[src/rtl/gcd_divider.sv]
// Pipelined restoring divider, one quotient bit per stage.
// Caller guarantees in_rem < in_den.
module gcd_divider #(
   parameter int STEPS  = 19,
   parameter int DEN_W  = 16,
   parameter int SIDE_W = 1
) (
   input  logic              clock,
   input  logic              reset,
   input  logic              in_valid,
   input  logic [DEN_W-1:0]  in_rem,
   input  logic [STEPS-1:0]  in_bits,
   input  logic [DEN_W-1:0]  in_den,
   input  logic [SIDE_W-1:0] in_side,
   output logic              out_valid,
   output logic [STEPS-1:0]  out_quot,
   output logic [SIDE_W-1:0] out_side
);

   logic              s_valid [0:STEPS];
   logic [DEN_W-1:0]  s_rem   [0:STEPS];
   logic [STEPS-1:0]  s_bits  [0:STEPS];
   logic [STEPS-1:0]  s_quot  [0:STEPS];
   logic [DEN_W-1:0]  s_den   [0:STEPS];
   logic [SIDE_W-1:0] s_side  [0:STEPS];

   assign s_valid[0] = in_valid;
   assign s_rem[0]   = in_rem;
   assign s_bits[0]  = in_bits;
   assign s_quot[0]  = '0;
   assign s_den[0]   = in_den;
   assign s_side[0]  = in_side;

   for (genvar k = 0; k < STEPS; k++) begin : g_stage
      logic              valid_ff;
      logic [DEN_W-1:0]  rem_ff, rem_in;
      logic [STEPS-1:0]  bits_ff, quot_ff, quot_in;
      logic [DEN_W-1:0]  den_ff;
      logic [SIDE_W-1:0] side_ff;
      logic [DEN_W:0]    trial;
      logic [DEN_W:0]    diff;
      logic              ge;

      always_comb begin
         trial   = {s_rem[k], s_bits[k][STEPS-1]};
         diff    = trial - {1'b0, s_den[k]};
         ge      = trial >= {1'b0, s_den[k]};
         rem_in  = ge ? diff[DEN_W-1:0] : trial[DEN_W-1:0];
         quot_in = {s_quot[k][STEPS-2:0], ge};
      end

      always_ff @(posedge clock) begin
         if (reset) begin
            valid_ff <= 1'b0;
         end else begin
            valid_ff <= s_valid[k];
         end
         rem_ff  <= rem_in;
         bits_ff <= s_bits[k] << 1;
         quot_ff <= quot_in;
         den_ff  <= s_den[k];
         side_ff <= s_side[k];
      end

      assign s_valid[k+1] = valid_ff;
      assign s_rem[k+1]   = rem_ff;
      assign s_bits[k+1]  = bits_ff;
      assign s_quot[k+1]  = quot_ff;
      assign s_den[k+1]   = den_ff;
      assign s_side[k+1]  = side_ff;
   end

   assign out_valid = s_valid[STEPS];
   assign out_quot  = s_quot[STEPS];
   assign out_side  = s_side[STEPS];

endmodule

[config.mk]
export PLATFORM = sky130hd
export DESIGN_NAME = gcd_divider
export DESIGN_NICKNAME = d
export VERILOG_FILES = /design/src/rtl/gcd_divider.sv
export SDC_FILE = /design/constraint.sdc
export NUM_CORES = 1
export LEC_CHECK = 0
export BUFFER_PORTS_ARGS = -buffer_cell sky130_fd_sc_hd__buf_2
export CORE_MARGIN = 5
export CORE_UTILIZATION = 35
export CTS_CLUSTER_SIZE = 16
export DETAILED_ROUTE_END_ITERATION = 7
export GPL_TIMING_DRIVEN = 0
export PLACE_DENSITY = 0.61
export SLEW_MARGIN = 20
export SYNTH_ARGS = -nofsm -noshare
export SYNTH_HDL_FRONTEND = slang
export SYNTH_SLANG_ARGS = --single-unit
[constraint.sdc]
create_clock -name clock -period 3.4 [get_ports clock]
set_clock_uncertainty 0.2 [all_clocks]
set_input_delay 0.51 -clock clock [delete_from_list [all_inputs] [get_ports clock]]
set_output_delay 0.51 -clock clock [all_outputs]
set_load 0.05 [all_outputs]
After elaboration in Yosys (flattened, before gate mapping)
Index checks and enable logic that the tools add are counted.
{"block": "word_totals", "ff_bits": 975, "inputBits": 55, "out_inout_bits": 21, "wordCells": 166}
{"block": "op_classes", "n_addsub": 18, "magnitude_cmp": 19, "muxes": 18}
{"operator": "17-bit by 16-bit greater-or-equal comparator with 1-bit output", "n": 19}
{"operator": "16-bit two-way mux", "n": 18}
{"operator": "16-bit subtractor", "n": 18}

Longest topological paths before layout
Gate-level depths: netlist of run 1.
{"block": "depth", "ltp_word": 2, "mapped_depth": 12}

Least setup slack after synthesis of run 1
Ideal clock, no wire load.
{"block": "synth_timing", "path_kind": "register to register", "start": "reg g_stage[1].den_ff[1]", "end": "reg g_stage[2].rem_ff[10]", "arrival_time_ps": 2713, "required_time_ps": 3079, "slack_ps": 366, "stages_incl_launch_ff": 12, "path_buffers": 1, "period_less_slack_ps": 3034, "path_cell_list": "dfxtp_1 -> inv_1 -> ha_1 -> nor2b_1 -> o31a_1 -> o31ai_2 -> a31o_2 -> o21ai_1 -> o2111a_1 -> nor4_4 -> buf_6 -> mux2_2"}
{"block": "synth_between", "elab_chain_cells": 2, "elab_cells_between_ends": 3}
{"element": "from (decl)", "line": "38", "source": "logic [DEN_W-1:0] den_ff;"}
{"element": "from (signal assigned)", "line": "61", "source": "den_ff <= s_den[k];"}
{"element": "16-bit subtractor or 17-bit by 16-bit greater-or-equal comparator with 1-bit output (tied branches)", "line": "46, 47"}
{"element": "16-bit two-way mux *", "line": "48", "source": "rem_in = ge ? diff[DEN_W-1:0] : trial[DEN_W-1:0];"}
{"element": "net g_stage[2].rem_in[10]", "line": "36", "source": "logic [DEN_W-1:0] rem_ff, rem_in;"}
{"element": "to (signal assigned)", "line": "58", "source": "rem_ff <= rem_in;"}
{"element": "to (decl)", "line": "36"}
Mark *: on every way through the listed nets, which the timed path passes. The rest lies on a longest branch.
A chain may end at the register's enable or synchronous reset.

Worst setup path in the final report of run 1
{"block": "layout_timing", "start": "reg g_stage[2].den_ff[1]", "end": "reg g_stage[3].rem_ff[13]"}
{"block": "layout_between", "elab_chain_cells": 2, "elab_cells_between_ends": 3}
{"element": "from (decl)", "line": "38"}
{"element": "from (signal assigned)", "line": "61"}
{"element": "17-bit by 16-bit greater-or-equal comparator with 1-bit output", "line": "47", "source": "ge = trial >= {1'b0, s_den[k]};"}
{"element": "net g_stage[3].ge", "line": "42", "source": "logic ge;"}
{"element": "16-bit two-way mux", "line": "48"}
{"element": "net g_stage[3].rem_in[13]", "line": "36"}
{"element": "to (signal assigned)", "line": "58"}
{"element": "to (decl)", "line": "36"}
The timed path passes the listed nets, and every way through them passes these cells.

==> impl_metrics.csv, run 1 <==
group,metric,value,unit
outcome,status,"completed",
place,place_congestion,0.869,
worst_setup_path,worstPathCellList,"inv_1 -> ha_1 -> nor2b_1 -> o31a_1 -> o311ai_2 -> a21boi_1 -> a41o_2 -> a311oi_4 -> o21ai_4 -> buf_6 -> mux2_4",
clock_tree,clockRootBuffer,"clkbuf_16",
min_path,min_to,"g_stage[3].bits_ff[10]$_DFF_P_",
run,drv_cap,0,
place,io_buffer_count,75,
yosys,syn_nets,3959,
worst_setup_path,path_depth,11,
clock_tree,clk_pin_slew,0.06,ns
yosys,synth_area,37500,um^2
yosys,synth_top_cell_by_area,"dfxtp_1",
sta,max_slew_margin,52.1,%
power,power.share.switching,34.6,%
die,initial_core_util,35.1,%
yosys,yosysUniqueCellTypes,82,
place,dp_hpwl,57400,um
die,ios,76,
layout,final_nets,4210,
global_route,grt_max_degree,16,
sta,hold_violations,0,
die,rows,120,
power,p_per_area,1070,nW/um^2
drt,wl,76200,um
clock_tree,insertion_delay,0.69,ns
power,leakage,19.9,nW
yosys,ys.flop_type,"dfxtp_1",
worst_setup_path,reg2reg_slack,0.14,ns
power,intPower,30.8,mW
sta,setup_viol,0,
die,die_w,337,um
yosys,yosys_register_bits,975,
power,power.switching,16.3,mW
worst_setup_path,worstPathArrival,3.61,ns
yosys,syn_inst,3582,
drt,drtIter0Drc,1096,
yosys,synth_top_cell_area_share,52.0,%
layout,drive_above_1_share,13.1,%
worst_setup_path,r2r_cells,11,
drt,avgRoutedWirePerCell,14.3,um
worst_setup_path,cp_slowest_cell,"dfxtp_2",
global_route,gr-total-overflow,0,
yosys,yosysWarnings,0,
drt,post-route-drc-count,0,
sta,drv_slew,0,
power,p_total,47.2,mW
global_route,grt_pass1_wl,125000,um
yosys,synth_area_leaders,"dfxtp_1 52%, ha_1 10%, mux2_2 4.1%",
layout,antenna_cells,0,
global_route,grt_pass1_vias,24894,
worst_setup_path,critPathMaxFanout,10,
worst_setup_path,crit_path_max_incr_delay,0.35,ns
yosys,synth_commonest_cells,"975 x dfxtp_1, 386 x inv_1, 304 x ha_1",
drt,num_vias,24884,
die,die_h,337,um
die,coreArea,107000,um^2
worst_setup_path,critPathTopFamily,"compound AO/OA/AOI/OAI gates",
power,seqPwrFrac,34.2,%
sta,worst_pin_slew,0.712,ns
power,ir_worst_vdd,0.000548,V
clock_tree,htree_levels,3,
clock_tree,cts_sinks,975,
worst_setup_path,end_kind,"flop",
layout,finalInstanceArea,44200,um^2
min_path,min_path_cells,0,
worst_setup_path,r2r_end,"g_stage[3].rem_ff[13]$_DFF_P_",
yosys,synth-edff-count,0,
global_route,antenna_found_initial,1,
drt,antenna_left,0,
global_route,grtUsageTotal,13.4,%
drt,vias_per_cell,4.67,
layout,area_growth,17.9,%
worst_setup_path,path_class,"reg -> reg",
sta,period_needed,3.26,ns
worst_setup_path,critPathBufInv,2,
power,p_comb_share,41.0,%
clock_tree,cts_buffers,104,
worst_setup_path,crit_required,3.75,ns
yosys,avgSynthCellArea,10.5,um^2
yosys,yosysMostFrequentCell,"dfxtp_1",
clock_tree,tritoncts,"built",
power,power_frac_clock,24.9,%
drt,firstDrtPassIters,5,
min_path,min_from,"g_stage[2].bits_ff[9]$_DFF_P_",
die,die_area,114000,um^2
sta,timing.final.crit_share,96.0,%
sta,max_freq,306,MHz
worst_setup_path,reg2reg_from,"g_stage[2].den_ff[1]$_DFF_P_",
yosys,async_reset_ff_share,0,%
yosys,yosysSeqAreaShare,52.0,%
sta,setup_tns,0,ns
worst_setup_path,start_kind,"flop",
layout,final_util,41.4,%
place,dpl_cell_area,39600,um^2
clock_tree,clk_path_buf_depth,3,
min_path,hold_path_class,"reg -> reg",
[logic make-up after synthesis]
group           Yosys count  share of synthesized area [%]
flops                   975                           52.0
compound gates          748                           12.8
simple gates            725                           9.38
buf+inv                 429                           4.42
fa+ha+maj               322                           11.1
xor+xnor                202                           4.72
mux                     181                           5.55
[through the flow]
stage | setup slack [ns] | instances | hold WS [ns]
3_5_place_dp | -0.306 | 5060 | 0.112
6_report | 0.137 | 5324 | 0.106
3_3_place_gp | -0.342 | 5060 | 0.110
5_1_grt | -0.00343 | 5324 | 0.106
2_1_floorplan | 0.366 | 3582 | 0.110
4_1_cts | 0.000725 | 5308 | 0.0643
[registers in the layout, indices dropped and copies added, names as in the netlist]
register,count
g_stage.den_ff,288
out_side,1
out_quot,19
out_valid,1
g_stage.bits_ff,171
g_stage.side_ff,18
g_stage.quot_ff,171
g_stage.valid_ff,18
g_stage.rem_ff,288
[area by class of cell]
cell class,instances,area (um^2)
plain buffers,42,231
flip-flops and latches,975,19500
clock buffers,133,2950
clock inverters,61,739
well taps,1403,1760
fillers,10244,62500
multi-input cells,2178,16500
inverters,386,1450
repair buffers,146,1060
[worst max path at each step]
stage	start	to	slack [ns]
after floorplan	g_stage[1].den_ff[1]$_DFF_P_	g_stage[2].rem_ff[10]$_DFF_P_	0.37
after global placement	in_den[1]	g_stage[0].rem_ff[14]$_DFF_P_	-0.34
after detailed placement	in_den[1]	g_stage[0].rem_ff[14]$_DFF_P_	-0.31
after CTS	g_stage[14].den_ff[1]$_DFF_P_	g_stage[15].rem_ff[13]$_DFF_P_	0.0007
after global routing	g_stage[4].den_ff[2]$_DFF_P_	g_stage[5].rem_ff[8]$_DFF_P_	-0.003
final	g_stage[2].den_ff[1]$_DFF_P_	g_stage[3].rem_ff[13]$_DFF_P_	0.14
[power groups by stage]
stage / Combinational, mW / Sequential, mW / Clock, mW
finish: 19.3 / 16.1 / 11.7
global route: 21.5 / 16.5 / 12.7
global placement: 18.5 / 16.4 / 0
detailed placement: 18.7 / 16.4 / 0
floorplan: 14.6 / 16.1 / 0
CTS: 19.0 / 16.2 / 12.2
[layer usage]
metal / global-route usage (%) / routed length (um) / vias up
met2: 23.3 / 36200 / 416
met3: 2.42 / 3060 / 148
met4: 5.28 / 2470 / 0
li1: - / - / 12829
met5: 0 / 0 / -
met1: 16.4 / 34400 / 11491
[timing repair]
| item | in CTS | in global routing |
|---|---|---|
| buffers inserted | 1 | 17 |
| gates resized for setup | 21 | 39 |
| hold endpoints to repair | 60 | 0 |
| pin swaps | 3 | 12 |
| endpoints found under the setup margin | 122 | 169 |
| hold buffers | 53 | 0 |
[cell usage in the layout, fill, tap and decap left out, drive strengths merged, types with 20 or more instances in the layout]
cell	instances
nor2b	69
nand3	56
ha	304
mux2i	26
nor2	205
a31oi	20
o21a	60
clkinv	29
inv	392
clkbuf	158
a21oi	222
a21o	62
xnor2	119
o21ai	194
dfxtp	975
o31a	23
dlygate4sd3	53
buf	110
nand4	33
nor3	50
mux2	155
nand2b	31
o31ai	29
nand2	190
xor2	83
Note: power is estimated with default switching activity, not from simulation.
==> inputs of run 2 (changes only) <==
- ABC_AREA: default -> 1
- PLACE_DENSITY: 0.61 -> 0.6
==> run 2 against run 1 <==
  * Combinational power up 18%
  * Routed wire length up 43%
  * Sequential share of layout area down 6.2 points
  * Global-route usage rose by 2.5 points
  * Die area increased by 18%
  * Core utilization is 0.67 points lower
  * Sequential cell count unchanged
  * Worst setup slack better by 0.80 ns
  * Maximum frequency increased by 33%
  * Critical path type unchanged
  * Largest power group unchanged
  * Highest routed layer unchanged
==> impl_metrics.csv, run 2 <==
group,metric,value,unit
outcome,status,"completed",
sta,worst_pin_slew,0.570,ns
worst_setup_path,crit_top_cell,"nand2_1",
worst_setup_path,critPathBufInv,3,
yosys,yosysUniqueCellTypes,40,
worst_setup_path,critPathMaxFanout,10,
die,die_area,134000,um^2
place,place_congestion,0.893,
worst_setup_path,worstPathArrival,2.82,ns
yosys,yosys_register_bits,975,
drt,avgRoutedWirePerCell,13.5,um
yosys,avgSynthCellArea,7.29,um^2
drt,vias_per_cell,4.46,
layout,fin_cells,8083,
die,die_w,367,um
power,power.share.switching,41.2,%
die,rows,130,
yosys,yosysSeqAreaShare,43.8,%
worst_setup_path,worstPathCellList,"inv_1 -> ha_1 -> buf_2 -> nand2_1 -> nand2_1 -> nand2_1 -> nand3_1 -> nand2_1 -> nand3_1 -> nand2_2 -> nand2_4 -> buf_6 -> nand2_1 -> nand2_1",
yosys,syn_inst,6108,
min_path,hold_path_class,"reg -> reg",
yosys,async_reset_ff_share,0,%
die,initial_core_util,35.3,%
yosys,synth-edff-count,0,
sta,rsz0062_at_grt,"false",
sta,setup_tns,0,ns
drt,num_vias,36062,
yosys,yosysWarnings,0,
global_route,gr-total-overflow,0,
power,power_frac_clock,24.0,%
die,die_h,367,um
clock_tree,hold_buffers,53,
place,dp_hpwl,86300,um
global_route,grt_util_met2,27.6,%
yosys,synth_top_family_by_area,"simple AND/OR/NAND/NOR gates",
power,ir_worst_vdd,0.000464,V
clock_tree,insertion_delay,0.72,ns
sta,period_needed,2.46,ns
sta,setup_viol,0,
global_route,grt_max_degree,17,
worst_setup_path,path_class,"reg -> reg",
power,p_comb_share,44.1,%
layout,area_growth,15.4,%
sta,max_slew_margin,61.7,%
yosys,synthMuxAreaShare,0,%
yosys,synth_top_cell_by_area,"dfxtp_1",
worst_setup_path,critPathTopFamily,"simple AND/OR/NAND/NOR gates",
global_route,grt_pass1_wl,175000,um
clock_tree,clk_pin_slew,0.06,ns
clock_tree,htree_levels,3,
yosys,yosysMostFrequentCell,"nand2_1",
sta,max_freq,407,MHz
power,seqPwrFrac,31.9,%
global_route,busiest_layer,"met2",
layout,final_nets,6725,
clock_tree,cts_sinks,975,
place,io_buffer_count,74,
clock_tree,tritoncts,"built",
sta,hold_ws,0.102,ns
yosys,synth_commonest_cells,"2229 x nand2_1, 1174 x inv_1, 975 x dfxtp_1",
global_route,grt_util_met1,20.2,%
drt,post-route-drc-count,0,
yosys,synthXorXnorAreaFrac,2.16,%
global_route,grtUsageTotal,15.9,%
run,drv_cap,0,
clock_tree,cts_buffers,111,
worst_setup_path,crit_path_max_incr_delay,0.46,ns
yosys,synth-adder-area-share,9.35,%
sta,drv_slew,0,
yosys,synthSimpleGateAreaFrac,31.0,%
layout,reg_top3,"g_stage.den_ff: 288 flops, g_stage.rem_ff: 288 flops",
place,dp_cells,7832,
power,p_per_area,1000,nW/um^2
sta,hold_violations,0,
clock_tree,clk_path_buf_depth,3,
worst_setup_path,crit_required,3.76,ns
drt,drtIter0Drc,2129,
yosys,synth_top_cell_area_share,43.8,%
layout,drive_above_1_share,6.81,%
yosys,synth_area,44500,um^2
clock_tree,clockRootBuffer,"clkbuf_16",
die,ios,76,
drt,wl,109000,um
yosys,syn_nets,6485,
drt,firstDrtPassIters,6,
worst_setup_path,start_kind,"flop",
power,intPower,30.3,mW
yosys,synth_compound_area_share,2.56,%
power,leakage,28.7,nW
layout,final_cell_mix,"2229 x nand2_1, 1174 x inv_1, 975 x dfxtp_1, 477 x nand3_1, 304 x ha_1",
power,power.switching,21.2,mW
drt,antenna_left,0,
layout,final_common_cell,"nand2_1",
sta,timing.final.crit_share,72.3,%
die,coreArea,126000,um^2
power,p_total,51.5,mW
global_route,grt_pass1_vias,34157,
clock_tree,cts_setup_buffers,0,
yosys,synth_area_leaders,"dfxtp_1 44%, nand2_1 19%, inv_1 9.9%",
global_route,grt_use_met3,2.49,%
clock_tree,ctsResizeCount,0,
worst_setup_path,cp_slowest_cell,"dfxtp_1",
yosys,ys.flop_type,"dfxtp_1",
global_route,antenna_found_initial,0,
worst_setup_path,end_kind,"flop",
## run 2: per-stage QoR
step	instance area [um^2]	worst slack, ns	utilization [%]
global placement	47000	0.860	37.3
CTS	51400	0.929	40.8
detailed placement	47000	0.868	37.3
finish	51400	0.941	40.8
floorplan	44500	1.35	-
global route	51400	0.774	40.8
## run 2: worst register-to-register path, cell delays in order (launching register included)
cell and delay [ns]:
dfxtp_1 0.46, inv_1 0.08, ha_1 0.27, buf_2 0.17, nand2_1 0.07, nand2_1 0.05, nand2_1 0.07, nand3_1 0.07
nand2_1 0.08, nand3_1 0.10, nand2_2 0.19, nand2_4 0.14, buf_6 0.19, nand2_1 0.06, nand2_1 0.09
## run 2: cells by family after synthesis
logic type / count (synthesis)
AND/OR/NAND/NOR: 3241
buffers and inverters: 1252
flip-flops: 975
adder cells (fa/ha/maj): 322
AO/OA/AOI/OAI: 208
XOR/XNOR: 110
## run 2: final cells by class
class | instances | area, um^2
antenna | 1 | 2.50
tap | 1650 | 2060
sequential | 975 | 19500
buffer | 67 | 510
clock buffer | 152 | 3210
timing repair buffer | 127 | 901
multi-input combinational | 3881 | 20100
clock inverter | 45 | 677
fill | 12867 | 74700
inverter | 1185 | 4450
## run 2: final timing paths
| check | cells after the start | to | startpoint | slack (ns) |
|---|---|---|---|---|
| min reg2reg | 0 | g_stage[2].bits_ff[5]$_DFF_P_ | g_stage[1].bits_ff[4]$_DFF_P_ | 0.10 |
| max | 14 | g_stage[6].rem_ff[9]$_DFF_P_ | g_stage[5].den_ff[2]$_DFF_P_ | 0.94 |
| max reg2reg | 14 | g_stage[6].rem_ff[9]$_DFF_P_ | g_stage[5].den_ff[2]$_DFF_P_ | 0.94 |
| min | 0 | g_stage[2].bits_ff[5]$_DFF_P_ | g_stage[1].bits_ff[4]$_DFF_P_ | 0.10 |
## run 2: power by group through the flow
stage	sequential, mW	clock (mW)	combinational, mW
detailed placement	16.7	0	22.4
global placement	16.7	0	22.2
finish	16.4	12.4	22.7
global route	16.7	13.3	26.0
CTS	16.5	12.8	22.6
floorplan	16.2	0	17.0
## run 2: routing by layer
| layer | wire length, um | vias up |
|---|---|---|
| li1 | - | 19093 |
| met1 | 49100 | 15976 |
| met5 | 0 | - |
| met4 | 3510 | 0 |
| met3 | 5240 | 200 |
| met2 | 51300 | 793 |
==> inputs of run 3 (changes only) <==
- PLACE_DENSITY: 0.6 -> 0.62
- clock period: 3.4 -> 2.2 ns (I/O delays scaled with it)
==> run 3 against run 2 <==
  * Non-clock buffer count rose by 81
  * Register-to-register slack got worse by 0.88 ns
  * Core utilization grew 3.0 points
  * Final cell count increased by 1.0%
  * Clock power rose by 53%
  * Design area up 7.3%
  * Worst setup slack worse by 0.88 ns
  * Highest routed layer is now met5
==> impl_metrics.csv, run 3 (synthesis gave the netlist of run 2 again) <==
group,metric,value,unit
drt,wl,113000,um
sta,hold_violations,0,
worst_setup_path,crit_required,2.64,ns
die,initial_core_util,35.3,%
place,dp_cells,7832,
global_route,grt_pass1_vias,34573,
worst_setup_path,cp_slowest_cell,"dfxtp_1",
sta,max_freq,467,MHz
sta,drv_slew,0,
worst_setup_path,worstPathArrival,2.58,ns
clock_tree,clk_path_buf_depth,3,
drt,firstDrtPassIters,8,
worst_setup_path,crit_path_max_incr_delay,0.37,ns
worst_setup_path,path_class,"reg -> reg",
worst_setup_path,crit_top_cell,"nand2_1",
global_route,grt_max_degree,16,
die,coreArea,126000,um^2
clock_tree,htree_levels,3,
clock_tree,cts_sinks,975,
clock_tree,cts_buffers,107,
clock_tree,insertion_delay,0.70,ns
drt,drtIter0Drc,2104,
drt,antenna_left,0,
worst_setup_path,start_kind,"flop",
global_route,grt_pass1_wl,177000,um
worst_setup_path,worstPathCellList,"inv_1 -> ha_2 -> nand2_1 -> inv_1 -> nand2_1 -> nor2_2 -> nand3_1 -> nand2_1 -> nor2_4 -> nand2_4 -> buf_8 -> nand2_1 -> nand2_1",
die,die_area,134000,um^2
drt,avgRoutedWirePerCell,13.8,um
place,place_congestion,0.877,
layout,final_common_cell,"nand2_1",
clock_tree,clockRootBuffer,"clkbuf_16",
layout,multi_input_comb_area,22900,um^2
drt,post-route-drc-count,0,
sta,max_slew_margin,64.9,%
worst_setup_path,end_kind,"flop",
layout,fin_cells,8166,
layout,finalInstanceArea,55100,um^2
layout,reg_top3,"g_stage.den_ff: 288 flops, g_stage.rem_ff: 288 flops",
layout,final_cell_mix,"2147 x nand2_1, 1164 x inv_1, 885 x dfxtp_1, 461 x nand3_1, 195 x nor2_1",
layout,nFillCells,12529,
die,ios,76,
layout,register_area,19700,um^2
clock_tree,tritoncts,"built",
layout,final_nets,6802,
power,p_per_area,1550,nW/um^2
sta,setup_viol,0,
layout,area_growth,23.8,%
clock_tree,clk_pin_slew,0.06,ns
global_route,antenna_found_initial,1,
min_path,hold_path_class,"in -> reg",
power,leakage,29.2,nW
sta,setup_tns,0,ns
die,die_w,367,um
outcome,status,"completed",
sta,timing.final.crit_share,97.3,%
power,ir_worst_vdd,0.000818,V
global_route,grtUsageTotal,16.1,%
worst_setup_path,critPathMaxFanout,10,
sta,worst_pin_slew,0.523,ns
sta,period_needed,2.14,ns
place,dpl_cell_area,47000,um^2
run,drv_cap,0,
place,io_buffer_count,74,
die,die_h,367,um
drt,vias_per_cell,4.52,
drt,num_vias,36921,
die,rows,130,
global_route,gr-total-overflow,0,
layout,drive_above_1_share,15.5,%
place,dp_hpwl,86100,um
layout,final_util,43.7,%
run 3: what timing repair did:
item	in CTS	in global routing
endpoints found under the hold margin	61	0
hold buffers	66	0
endpoints found under the setup margin	198	284
pin swaps	23	64
setup buffers	31	46
gates resized for setup	122	526
run 3: worst paths after layout:
| path | startpoint | end | slack, ns | cells past startpoint |
|---|---|---|---|---|
| worst max register to register | g_stage[0].den_ff[9]$_DFF_P_ | g_stage[1].rem_ff[6]$_DFF_P_ | 0.06 | 13 |
| worst min-delay path | in_bits[3] | g_stage[0].bits_ff[4]$_DFF_P_ | 0.07 | 2 |
| worst max-delay path | g_stage[0].den_ff[9]$_DFF_P_ | g_stage[1].rem_ff[6]$_DFF_P_ | 0.06 | 13 |
| worst min register to register | g_stage[14].quot_ff[4]$_DFF_P_ | g_stage[15].quot_ff[5]$_DFF_P_ | 0.12 | 0 |
run 3: worst max-delay path: cells and delay by family, from the launching register on:
| kind | cells | cell delay, ns |
|---|---|---|
| adder cells (fa/ha/maj) | 1 | 0.37 |
| buffers and inverters | 3 | 0.30 |
| flip-flops | 1 | 0.37 |
| AND/OR/NAND/NOR | 9 | 0.83 |
run 3: cell type report:
type                            instances  area share, %
Multi-Input combinational cell       3881           41.6
Tap cell                             1650           3.75
Timing Repair Buffer                  217           2.93
Clock buffer                          130           5.23
Inverter                             1185           8.07
Sequential cell                       975           35.7
Antenna cell                            1        0.00454
Clock inverter                         69           1.73
Buffer                                 58           1.08
run 3: power by group:
part | leakage (nW) | total (mW) | switching [mW] | internal, mW
Clock | 1.86 | 19.0 | 7.63 | 11.4
Combinational | 19.1 | 40.1 | 24.1 | 16.0
Sequential | 8.22 | 26.1 | 3.44 | 22.7
Total | 29.2 | 85.3 | 35.2 | 50.1
run 3: stage by stage:
| stage | total power [mW] | setup WS, ns | hold WS, ns |
|---|---|---|---|
| 2_1_floorplan | 51.3 | 0.257 | 0.110 |
| 3_3_place_gp | 60.2 | -0.217 | 0.110 |
| 3_5_place_dp | 60.5 | -0.221 | 0.112 |
| 4_1_cts | 81.1 | 0.0000209 | 0.00147 |
| 5_1_grt | 92.3 | -0.0494 | 0.0165 |
| 6_report | 85.3 | 0.0584 | 0.0697 |
run 3: routing by layer:
layer	wire, um	GRT usage, %
met2	53600	27.6
met3	5450	2.64
met4	3780	5.58
met5	13	0
met1	50000	20.4
